==> src/rtl/bfr_pkg.sv <==
// Shared types, constants and helpers for the binary frame receiver.
package bfr_pkg;

  localparam int PAYLOAD_BYTES_DEF = 512;
  localparam int CFG_IDX_W         = 8;
  localparam int INDEX_W           = 9;

  localparam logic [7:0] SYNC_FIRST_RST  = 8'hFF;
  localparam logic [7:0] SYNC_SECOND_RST = 8'h81;

  // Configuration register indexes
  localparam logic [CFG_IDX_W-1:0] REG_SYNC_FIRST  = CFG_IDX_W'(0);
  localparam logic [CFG_IDX_W-1:0] REG_SYNC_SECOND = CFG_IDX_W'(1);

  // Known message ids, in kind-code order 1..7
  localparam logic [15:0] ID_KIND1 = 16'd3000;
  localparam logic [15:0] ID_KIND2 = 16'd3001;
  localparam logic [15:0] ID_KIND3 = 16'd3011;
  localparam logic [15:0] ID_KIND4 = 16'd3002;
  localparam logic [15:0] ID_KIND5 = 16'd3003;
  localparam logic [15:0] ID_KIND6 = 16'd3006;
  localparam logic [15:0] ID_KIND7 = 16'd2200;

  localparam logic [2:0] KIND_UNKNOWN = 3'd0;

  typedef enum logic [11:0] {
    PH_SYNC1    = 12'b0000_0000_0001,
    PH_SYNC2    = 12'b0000_0000_0010,
    PH_ID_LO    = 12'b0000_0000_0100,
    PH_ID_HI    = 12'b0000_0000_1000,
    PH_LEN_LO   = 12'b0000_0001_0000,
    PH_LEN_HI   = 12'b0000_0010_0000,
    PH_SPARE_LO = 12'b0000_0100_0000,
    PH_SPARE_HI = 12'b0000_1000_0000,
    PH_CHK_LO   = 12'b0001_0000_0000,
    PH_CHK_HI   = 12'b0010_0000_0000,
    PH_PAYLOAD  = 12'b0100_0000_0000,
    PH_TRAILER  = 12'b1000_0000_0000
  } phase_t;

  typedef struct packed {
    logic               payload_strobe;
    logic [7:0]         payload_byte;
    logic [INDEX_W-1:0] payload_index;
    logic               frame_done;
    logic               header_good;
    logic [2:0]         message_kind;
    logic [15:0]        message_id;
    logic [15:0]        word_count;
  } result_t;

  function automatic logic [2:0] kind_of(input logic [15:0] id);
    logic [2:0] k;
    case (id)
      ID_KIND1: k = 3'd1;
      ID_KIND2: k = 3'd2;
      ID_KIND3: k = 3'd3;
      ID_KIND4: k = 3'd4;
      ID_KIND5: k = 3'd5;
      ID_KIND6: k = 3'd6;
      ID_KIND7: k = 3'd7;
      default:  k = KIND_UNKNOWN;
    endcase
    return k;
  endfunction

endpackage

==> src/rtl/bfr_ifs.sv <==
// Channel interfaces: received bytes, result items and configuration writes.
interface bfr_rx_if;
  logic       valid;
  logic       ready;
  logic [7:0] in_byte;
  modport source (output valid, output in_byte, input ready);
  modport sink   (input valid, input in_byte, output ready);
endinterface

interface bfr_res_if;
  logic        valid;
  logic        ready;
  logic        payload_strobe;
  logic [7:0]  payload_byte;
  logic [8:0]  payload_index;
  logic        frame_done;
  logic        header_good;
  logic [2:0]  message_kind;
  logic [15:0] message_id;
  logic [15:0] word_count;
  modport source (output valid, output payload_strobe, output payload_byte,
                  output payload_index, output frame_done, output header_good,
                  output message_kind, output message_id, output word_count,
                  input ready);
  modport sink   (input valid, input payload_strobe, input payload_byte,
                  input payload_index, input frame_done, input header_good,
                  input message_kind, input message_id, input word_count,
                  output ready);
endinterface

interface bfr_cfg_if;
  logic       valid;
  logic       ready;
  logic [7:0] index;
  logic [7:0] data;
  modport source (output valid, output index, output data, input ready);
  modport sink   (input valid, input index, input data, output ready);
endinterface

==> src/rtl/bfr_parser.sv <==
// Frame parsing state machine: header capture, payload indexing, header check.
module bfr_parser import bfr_pkg::*; #(
  parameter int PAYLOAD_BYTES = PAYLOAD_BYTES_DEF
) (
  input  logic       clk,
  input  logic       rst,
  input  logic       fire,
  input  logic [7:0] rx_byte,
  input  logic [7:0] sync_first,
  input  logic [7:0] sync_second,
  output result_t    res
);

  localparam int POS_W = $clog2(PAYLOAD_BYTES);

  phase_t           phase, phase_next;
  logic [15:0]      id_word, id_word_next;
  logic [15:0]      length_word, length_word_next;
  logic [15:0]      spare_word, spare_word_next;
  logic [15:0]      check_word, check_word_next;
  logic [POS_W-1:0] pos, pos_next;

  logic [POS_W:0]   pos_inc;
  logic [POS_W-1:0] pos_wrap;
  logic             in_payload;
  logic [15:0]      hdr_sum;
  logic             good;

  assign pos_inc    = {1'b0, pos} + 1'b1;
  assign pos_wrap   = (pos_inc >= (POS_W+1)'(PAYLOAD_BYTES)) ? '0 : pos_inc[POS_W-1:0];
  assign in_payload = 17'(pos) < {length_word, 1'b0};
  // check word plus sum of the other header words is zero when it is their negation
  assign hdr_sum    = {sync_second, sync_first} + id_word + length_word + spare_word
                      + check_word;
  assign good       = (hdr_sum == 16'd0);

  always_comb begin
    phase_next       = phase;
    id_word_next     = id_word;
    length_word_next = length_word;
    spare_word_next  = spare_word;
    check_word_next  = check_word;
    pos_next         = pos;
    res              = '0;
    case (phase)
      PH_SYNC1: begin
        if (rx_byte == sync_first) phase_next = PH_SYNC2;
      end
      PH_SYNC2: begin
        phase_next = (rx_byte == sync_second) ? PH_ID_LO : PH_SYNC1;
      end
      PH_ID_LO: begin
        id_word_next[7:0] = rx_byte;
        phase_next        = PH_ID_HI;
      end
      PH_ID_HI: begin
        id_word_next[15:8] = rx_byte;
        phase_next         = PH_LEN_LO;
      end
      PH_LEN_LO: begin
        length_word_next[7:0] = rx_byte;
        phase_next            = PH_LEN_HI;
      end
      PH_LEN_HI: begin
        length_word_next[15:8] = rx_byte;
        pos_next               = '0;
        phase_next             = PH_SPARE_LO;
      end
      PH_SPARE_LO: begin
        spare_word_next[7:0] = rx_byte;
        phase_next           = PH_SPARE_HI;
      end
      PH_SPARE_HI: begin
        spare_word_next[15:8] = rx_byte;
        phase_next            = PH_CHK_LO;
      end
      PH_CHK_LO: begin
        check_word_next[7:0] = rx_byte;
        phase_next           = PH_CHK_HI;
      end
      PH_CHK_HI: begin
        check_word_next[15:8] = rx_byte;
        phase_next            = PH_PAYLOAD;
      end
      PH_PAYLOAD: begin
        if (in_payload) begin
          res.payload_strobe = 1'b1;
          res.payload_byte   = rx_byte;
          res.payload_index  = INDEX_W'(pos);
          pos_next           = pos_wrap;
        end else begin
          // first trailing checksum byte, dropped
          pos_next   = '0;
          phase_next = PH_TRAILER;
        end
      end
      PH_TRAILER: begin
        res.frame_done   = 1'b1;
        res.header_good  = good;
        res.message_kind = good ? kind_of(id_word) : KIND_UNKNOWN;
        res.message_id   = id_word;
        res.word_count   = length_word;
        phase_next       = PH_SYNC1;
      end
      default: begin
        phase_next = PH_SYNC1;
      end
    endcase
  end

  always_ff @(posedge clk) begin
    if (rst) begin
      phase       <= PH_SYNC1;
      id_word     <= '0;
      length_word <= '0;
      spare_word  <= '0;
      check_word  <= '0;
      pos         <= '0;
    end else if (fire) begin
      phase       <= phase_next;
      id_word     <= id_word_next;
      length_word <= length_word_next;
      spare_word  <= spare_word_next;
      check_word  <= check_word_next;
      pos         <= pos_next;
    end
  end

  a_done_excl: assert property (@(posedge clk) disable iff (rst)
    fire && res.frame_done |-> !res.payload_strobe &&
      (res.header_good || res.message_kind == KIND_UNKNOWN))
    else $error("frame end item carries payload or a kind without a good header");

  a_pos_step: assert property (@(posedge clk) disable iff (rst)
    fire && res.payload_strobe |=> pos == '0 || pos == POS_W'($past(pos) + 1'b1))
    else $error("payload position did not advance by one or wrap");

endmodule

==> src/rtl/bfr_out_buf.sv <==
// Two-entry result buffer: output register plus skid register.
module bfr_out_buf import bfr_pkg::*; (
  input  logic      clk,
  input  logic      rst,
  input  logic      push,
  input  result_t   din,
  output logic      can_take,
  bfr_res_if.source result
);

  logic    main_valid, skid_valid;
  result_t main_data, skid_data;
  logic    pop;

  assign can_take = !skid_valid;
  assign pop      = main_valid && result.ready;

  always_ff @(posedge clk) begin
    if (rst) begin
      main_valid <= 1'b0;
      skid_valid <= 1'b0;
    end else if (pop) begin
      if (skid_valid) begin
        main_valid <= 1'b1;
        skid_valid <= 1'b0;
      end else begin
        main_valid <= push;
      end
    end else if (!main_valid) begin
      main_valid <= push;
    end else if (push) begin
      skid_valid <= 1'b1;
    end
  end

  always_ff @(posedge clk) begin
    if (pop) begin
      main_data <= skid_valid ? skid_data : din;
    end else if (!main_valid) begin
      main_data <= din;
    end else if (push) begin
      skid_data <= din;
    end
  end

  assign result.valid          = main_valid;
  assign result.payload_strobe = main_data.payload_strobe;
  assign result.payload_byte   = main_data.payload_byte;
  assign result.payload_index  = main_data.payload_index;
  assign result.frame_done     = main_data.frame_done;
  assign result.header_good    = main_data.header_good;
  assign result.message_kind   = main_data.message_kind;
  assign result.message_id     = main_data.message_id;
  assign result.word_count     = main_data.word_count;

  a_skid_implies_main: assert property (@(posedge clk) disable iff (rst)
    skid_valid |-> main_valid)
    else $error("skid entry held with output register empty");

  a_skid_fill: assert property (@(posedge clk) disable iff (rst)
    $rose(skid_valid) |-> $past(main_valid && !result.ready && push))
    else $error("skid entry filled without a stalled output");

endmodule

==> src/rtl/binary_frame_receiver_unit.sv <==
// Top level of the binary frame receiver: config registers, parser, result buffer.
//
// Byte-serial frame receiver. It hunts for the two sync bytes (config
// registers 0 and 1, reset 0xFF and 0x81), captures the little-endian id,
// word count, spare and header check words, then streams 2*word_count
// payload bytes out with their position (wrapping at PAYLOAD_BYTES). The two
// trailing payload checksum bytes are swallowed unchecked; the second one
// produces the frame-done item with the header check result and message kind.
// Every accepted byte yields exactly one result item. Throughput is one byte
// per clock while rx.ready is high: the parser state machine updates in the
// accept cycle and the result lands in a two-entry output buffer, so rx stays
// ready while one result waits downstream. Each result is registered there.
// rx.ready drops only when both buffer entries are full. Payload is not
// stored, so there is no memory and no clearing pass after reset. Config
// writes are always accepted (cfg.ready is tied high); indexes past the
// register list are ignored. Write config only while the block is idle.
module binary_frame_receiver_unit import bfr_pkg::*; #(
  parameter int PAYLOAD_BYTES = PAYLOAD_BYTES_DEF
) (
  input  logic      clk,
  input  logic      rst,
  bfr_rx_if.sink    rx,
  bfr_res_if.source result,
  bfr_cfg_if.sink   cfg
);

  logic [7:0] sync_first_reg, sync_second_reg;
  logic       rx_fire;
  logic       buf_can_take;
  result_t    parse_res;

  // Config registers
  assign cfg.ready = 1'b1;

  always_ff @(posedge clk) begin
    if (rst) begin
      sync_first_reg  <= SYNC_FIRST_RST;
      sync_second_reg <= SYNC_SECOND_RST;
    end else if (cfg.valid) begin
      case (cfg.index)
        REG_SYNC_FIRST:  sync_first_reg  <= cfg.data;
        REG_SYNC_SECOND: sync_second_reg <= cfg.data;
        default: ;
      endcase
    end
  end

  // Input handshake: take a byte whenever the buffer has a free slot
  assign rx.ready = buf_can_take;
  assign rx_fire  = rx.valid && buf_can_take;

  bfr_parser #(
    .PAYLOAD_BYTES(PAYLOAD_BYTES)
  ) u_parser (
    .clk        (clk),
    .rst        (rst),
    .fire       (rx_fire),
    .rx_byte    (rx.in_byte),
    .sync_first (sync_first_reg),
    .sync_second(sync_second_reg),
    .res        (parse_res)
  );

  bfr_out_buf u_out_buf (
    .clk     (clk),
    .rst     (rst),
    .push    (rx_fire),
    .din     (parse_res),
    .can_take(buf_can_take),
    .result  (result)
  );

endmodule

==> src/flat_wrapper.sv <==
// flat-port wrapper written by rule: the top's interface ports become plain ports
module binary_frame_receiver_unit_flat import bfr_pkg::*;
#(
  parameter int PAYLOAD_BYTES = PAYLOAD_BYTES_DEF
)
  (clk, rst, rx_valid, rx_in_byte, rx_ready, result_valid, result_payload_strobe, result_payload_byte, result_payload_index, result_frame_done, result_header_good, result_message_kind, result_message_id, result_word_count, result_ready, cfg_valid, cfg_index, cfg_data, cfg_ready);
  bfr_rx_if rx_i ();
  bfr_res_if result_i ();
  bfr_cfg_if cfg_i ();
  input  logic clk;
  input  logic rst;
  input wire logic [$bits(rx_i.valid)-1:0] rx_valid;
  input wire logic [$bits(rx_i.in_byte)-1:0] rx_in_byte;
  output wire logic [$bits(rx_i.ready)-1:0] rx_ready;
  output wire logic [$bits(result_i.valid)-1:0] result_valid;
  output wire logic [$bits(result_i.payload_strobe)-1:0] result_payload_strobe;
  output wire logic [$bits(result_i.payload_byte)-1:0] result_payload_byte;
  output wire logic [$bits(result_i.payload_index)-1:0] result_payload_index;
  output wire logic [$bits(result_i.frame_done)-1:0] result_frame_done;
  output wire logic [$bits(result_i.header_good)-1:0] result_header_good;
  output wire logic [$bits(result_i.message_kind)-1:0] result_message_kind;
  output wire logic [$bits(result_i.message_id)-1:0] result_message_id;
  output wire logic [$bits(result_i.word_count)-1:0] result_word_count;
  input wire logic [$bits(result_i.ready)-1:0] result_ready;
  input wire logic [$bits(cfg_i.valid)-1:0] cfg_valid;
  input wire logic [$bits(cfg_i.index)-1:0] cfg_index;
  input wire logic [$bits(cfg_i.data)-1:0] cfg_data;
  output wire logic [$bits(cfg_i.ready)-1:0] cfg_ready;
  assign rx_i.valid = rx_valid;
  assign rx_i.in_byte = rx_in_byte;
  assign rx_ready = rx_i.ready;
  assign result_valid = result_i.valid;
  assign result_payload_strobe = result_i.payload_strobe;
  assign result_payload_byte = result_i.payload_byte;
  assign result_payload_index = result_i.payload_index;
  assign result_frame_done = result_i.frame_done;
  assign result_header_good = result_i.header_good;
  assign result_message_kind = result_i.message_kind;
  assign result_message_id = result_i.message_id;
  assign result_word_count = result_i.word_count;
  assign result_i.ready = result_ready;
  assign cfg_i.valid = cfg_valid;
  assign cfg_i.index = cfg_index;
  assign cfg_i.data = cfg_data;
  assign cfg_ready = cfg_i.ready;
  binary_frame_receiver_unit #(.PAYLOAD_BYTES(PAYLOAD_BYTES)) u_core (.clk(clk), .rst(rst), .rx(rx_i), .result(result_i), .cfg(cfg_i));
endmodule
==> config.mk <==
export PLATFORM = sky130hd
export DESIGN_NAME = binary_frame_receiver_unit_flat
export DESIGN_NICKNAME = d
export VERILOG_FILES = /design/src/rtl/bfr_pkg.sv /design/src/rtl/bfr_ifs.sv /design/src/rtl/bfr_parser.sv /design/src/rtl/bfr_out_buf.sv /design/src/rtl/binary_frame_receiver_unit.sv /design/src/flat_wrapper.sv
export SDC_FILE = /design/constraint.sdc
export NUM_CORES = 1
export LEC_CHECK = 0
export ABC_AREA = 1
export ABC_CLOCK_PERIOD_IN_PS = 7800
export BUFFER_PORTS_ARGS = -buffer_cell sky130_fd_sc_hd__buf_2
export CAP_MARGIN = 20
export CORE_AREA = 2 2 161 163
export CTS_BUF_LIST = sky130_fd_sc_hd__clkbuf_2 sky130_fd_sc_hd__clkbuf_4 sky130_fd_sc_hd__clkbuf_8
export CTS_CLUSTER_DIAMETER = 120
export DETAILED_ROUTE_END_ITERATION = 7
export DIE_AREA = 0 0 163 165
export GPL_ROUTABILITY_DRIVEN = 0
export PLACE_DENSITY = 0.62
export SLEW_MARGIN = 20
export SYNTH_ARGS = -nofsm -noshare
export SYNTH_HDL_FRONTEND = slang
export SYNTH_HIERARCHICAL = 1
export SYNTH_SLANG_ARGS = --single-unit
==> constraint.sdc <==
create_clock -name clk -period 7.8 [get_ports clk]
set_clock_uncertainty 0.05 [all_clocks]
set_input_delay 1.56 -clock clk [delete_from_list [all_inputs] [get_ports clk]]
set_output_delay 1.56 -clock clk [all_outputs]
set_load 0.02 [all_outputs]
==> reports/qor.txt <==
CLOCKING
----------------------------------------------------------------------------------
Skew-Pair Late Insertion Delay ......................................       530 ps
Clock-pin transition on the worst setup and hold timing paths .......        60 ps
Clock buffers created by TritonCTS ..................................           38
Post-CTS Resized ....................................................            0
Count of H-tree levels built during CTS .............................            2
CTS Hold Bufs .......................................................            0
Clock Sinks .........................................................          213
Clock Root Buffer ................................................... sky130_fd_sc_hd__clkbuf_8
TritonCTS clock tree ................................................          yes
Number of buffers between clock root and the deepest sink ...........            3
Number of setup buffers added after CTS .............................            0

LAYOUT
----------------------------------------------------------------------------------
Ant. Diodes .........................................................            0
Register name with the most flops ................................... u_core/u_out_buf/skid_data
Fraction of final layout cells sized beyond drive strength 1 ........        0.139
Number of nets in the layout ........................................         1441
Signed area change from the synthesized netlist to the final layout .        11.8%
Layout filler cell count ............................................         2431
Number of flip-flops in the largest register ........................           55
Final std cell area, no fill ........................................    12500 um2
Non-filler cells in the finished layout .............................         1702

POWER
----------------------------------------------------------------------------------
Largest vdd supply drop .............................................       131 uV
Combinational cell fraction of total power ..........................        0.162
Int Power ...........................................................      1910 uW
Leakage .............................................................   0.00544 uW
Net switching power of the design ...................................       772 uW
Fraction of power consumed by sequential logic ......................        0.462
Switch share ........................................................        0.288
Clock power share ...................................................        0.376
Power density over the cells ........................................   214 nW/um2

PLACE
----------------------------------------------------------------------------------
Cell count after placement ..........................................         1634
Hpwl dp .............................................................     19500 um
Cell area after placement ...........................................    11800 um2
Quantity of I/O buffers inserted on ports ...........................           85

GRT
----------------------------------------------------------------------------------
Largest net degree at the start of global routing ...................           60
Overall Global Routing Usage ........................................        0.205
Global-route wire length before repair ..............................     43100 um
GR Overflow Total ...................................................            0
Vias in the first global route ......................................         8272
Antenna violations before repair ....................................            1

FLOORPLANNING
----------------------------------------------------------------------------------
Width of the chip ...................................................       163 um
Effective utilization at floorplan ..................................        0.447
# rows ..............................................................           58
Total Die Area ......................................................    26900 um2
Die Span Y ..........................................................       165 um
Core ar. ............................................................    25000 um2
I/O pin total .......................................................           87

YOSYS
----------------------------------------------------------------------------------
Cell area after technology mapping ..................................    11200 um2
Cell types with the largest area share after synthesis .............. sky130_fd_sc_hd__edfxtp_1 (29%), sky130_fd_sc_hd__dfxtp_1 (18%), sky130_fd_sc_hd__nand2_1 (8.8%)
Cells after Synth ...................................................         1268
Syn Area/Cell .......................................................     8.83 um2
FF+latch count, synth ...............................................          213
Nets in the synthesized netlist .....................................         1365
Number of distinct library cells after synthesis ....................           46
Cell type with the highest aggregate area in the netlist ............ sky130_fd_sc_hd__edfxtp_1
Number of warnings reported in the yosys synthesis log ..............            6
Portion of the post-synthesis area used by sequential elements ......        0.479
Proportion of netlist area held by the largest area contributor .....        0.295

DETAILED ROUTING
----------------------------------------------------------------------------------
Iteration-0 DRC count of the detailed router ........................          636
TritonRoute pass-1 iters ............................................            5
Total vias in the final route .......................................         8667
Routed wire length ..................................................     27000 um
Per-cell routed wire length .........................................      15.9 um
DR vias/cell ........................................................         5.09
# DRC ...............................................................            0
Post-route antenna net violation count ..............................            0

SETUP PATH
----------------------------------------------------------------------------------
Worst Path Class, Setup .............................................   reg -> reg
Type of element capturing the critical path .........................    flip-flop
Logic depth of the worst register-to-register path ..................           17
Maximum fanout encountered on the critical timing path ..............            8
Setup slack of the worst register-to-register path ..................      3580 ps
Critical Path Start Type ............................................    flip-flop
Required time at the endpoint of the critical path ..................      8160 ps
Reg-to-reg critical path startpoint ................................. u_core/u_parser/id_word[1]$_SDFFE_PP0P_
End of the worst register-to-register path .......................... u_core/u_out_buf/result.message_kind[1]$_DFFE_PP_
Arr. time, crit path ................................................      4570 ps

STA
----------------------------------------------------------------------------------
F_max ...............................................................    0.237 GHz
Setup-violating endpoint count in the final report ..................            0
Part of the cycle the worst path needs ..............................        0.541
Final Max Slew Viols ................................................            0
Total Negative Setup Slacks .........................................         0 ps
Transition time at the pin with the least slew margin ...............      1030 ps
Final worst path period need ........................................      4220 ps
Endpoints failing hold ..............................................            0
Worst max-slew margin expressed relative to the limit ...............        0.314
Unrepaired setup endpoints after global routing .....................           no

WORST HOLD PATH
----------------------------------------------------------------------------------
Hold-critical path depth ............................................            2
Worst hold path endpoint ............................................ u_core/u_parser/check_word[0]$_SDFFE_PP0P_
Min-Delay Path Class ................................................   reg -> reg
Start point of the worst min-delay path ............................. u_core/u_parser/check_word[0]$_SDFFE_PP0P_

OUTCOME
----------------------------------------------------------------------------------
Status .............................................................. complete, no violations

JOB
----------------------------------------------------------------------------------
Number of maximum-capacitance violations ............................            0

power by group through the flow:
stage	combinational (uW)	clock [uW]	sequential (uW)
floorplan	319	0	1280
global placement	432	0	1260
detailed placement	434	0	1260
CTS	436	1040	1240
global route	491	1090	1240
finish	435	1010	1240
layout by cell type, fill, tap and decap left out, drive strengths merged, types with 2 or more instances in the layout:
cell	instances
nor2	128
edfxtp	110
dfxtp	103
nand3b	4
inv	163
buf	89
nand4	25
clkinv	13
o211ai	2
nand2	274
o21ai	128
ha	24
nand3	64
fa	44
a21oi	92
nor3	13
xnor2	10
o21a	2
xor2	17
clkbuf	54
nor4	3
critical path: stages (launching register included):
cell,delay (ps)
sky130_fd_sc_hd__dfxtp_1,480
sky130_fd_sc_hd__fa_1,480
sky130_fd_sc_hd__fa_1,460
sky130_fd_sc_hd__fa_1,490
sky130_fd_sc_hd__ha_1,200
sky130_fd_sc_hd__inv_1,80
sky130_fd_sc_hd__fa_1,530
sky130_fd_sc_hd__nor3b_1,190
sky130_fd_sc_hd__nand2_1,90
sky130_fd_sc_hd__nor2_2,100
sky130_fd_sc_hd__nand2_1,60
sky130_fd_sc_hd__nor2_1,100
sky130_fd_sc_hd__nand3_1,100
sky130_fd_sc_hd__nor2_2,110
sky130_fd_sc_hd__nand4_2,130
sky130_fd_sc_hd__nor3_1,240
sky130_fd_sc_hd__o21ai_0,130
sky130_fd_sc_hd__nand2_1,90
logic make-up after synthesis:
kind of cell,synth area share
buf+inv,0.0809
simple gates,0.208
xor+xnor,0.0211
other cells,0.000335
fa+ha+maj,0.105
flops,0.479
compound gates,0.106
through the flow:
stage	hold slack (ps)	utilization	total power [uW]	setup slack [ps]
after floorplan	378	-	1600	3110
after global placement	396	0.471	1690	3680
after detailed placement	403	0.471	1700	3600
after CTS	414	0.500	2710	3600
after global routing	441	0.500	2820	3200
final	409	0.500	2680	3580
synth_stat cells, drive strengths merged:
master	n
nor2	128
o211ai	2
nand3b	4
and3	1
inv	161
clkinv	1
nor4	3
edfxtp	110
a31oi	1
clkbuf	33
fa	44
ha	24
nand3	64
o21ai	128
o31ai	1
nand4	25
nor3	13
conb	1
xor2	17
o21a	2
a21oi	92
a221oi	1
nor3b	1
nand2	274
a211oi	1
buf	20
dfxtp	103
xnor2	10
and2	1
o21bai	1
or2	1
per-layer routing:
metal / global-route usage / vias to the layer above / wire length, um
met5: 0 / - / 13
met4: 0.0611 / 2 / 496
met3: 0.0412 / 39 / 1860
met2: 0.309 / 295 / 11700
met1: 0.298 / 4027 / 13000
li1: - / 4304 / -
how the worst max path moves through the flow:
| stage | startpoint | endpoint | slack [ps] |
|---|---|---|---|
| after floorplan | rx_valid | u_core/u_out_buf/skid_data[0]$_DFFE_PP_ | 3110 |
| after global routing | u_core/u_parser/id_word[1]$_SDFFE_PP0P_ | u_core/u_out_buf/result.message_kind[1]$_DFFE_PP_ | 3200 |
| after CTS | u_core/u_parser/id_word[1]$_SDFFE_PP0P_ | u_core/u_out_buf/result.message_kind[0]$_DFFE_PP_ | 3600 |
| after global placement | u_core/u_parser/id_word[1]$_SDFFE_PP0P_ | u_core/u_out_buf/result.message_kind[1]$_DFFE_PP_ | 3680 |
| final | u_core/u_parser/id_word[1]$_SDFFE_PP0P_ | u_core/u_out_buf/result.message_kind[1]$_DFFE_PP_ | 3580 |
| after detailed placement | u_core/u_parser/id_word[1]$_SDFFE_PP0P_ | u_core/u_out_buf/result.message_kind[0]$_DFFE_PP_ | 3600 |
final cells by class:
type | instances | area [um2] | share of cell area
Timing Repair Buffer | 89 | 455 | 0.0364
Sequential cell | 213 | 5370 | 0.429
Clock buffer | 54 | 668 | 0.0534
Tap cell | 330 | 413 | 0.0330
Multi-Input combinational cell | 840 | 4940 | 0.395
Clock inverter | 14 | 67.6 | 0.00540
Inverter | 162 | 609 | 0.0487
Power figures use the tool's default switching activity.
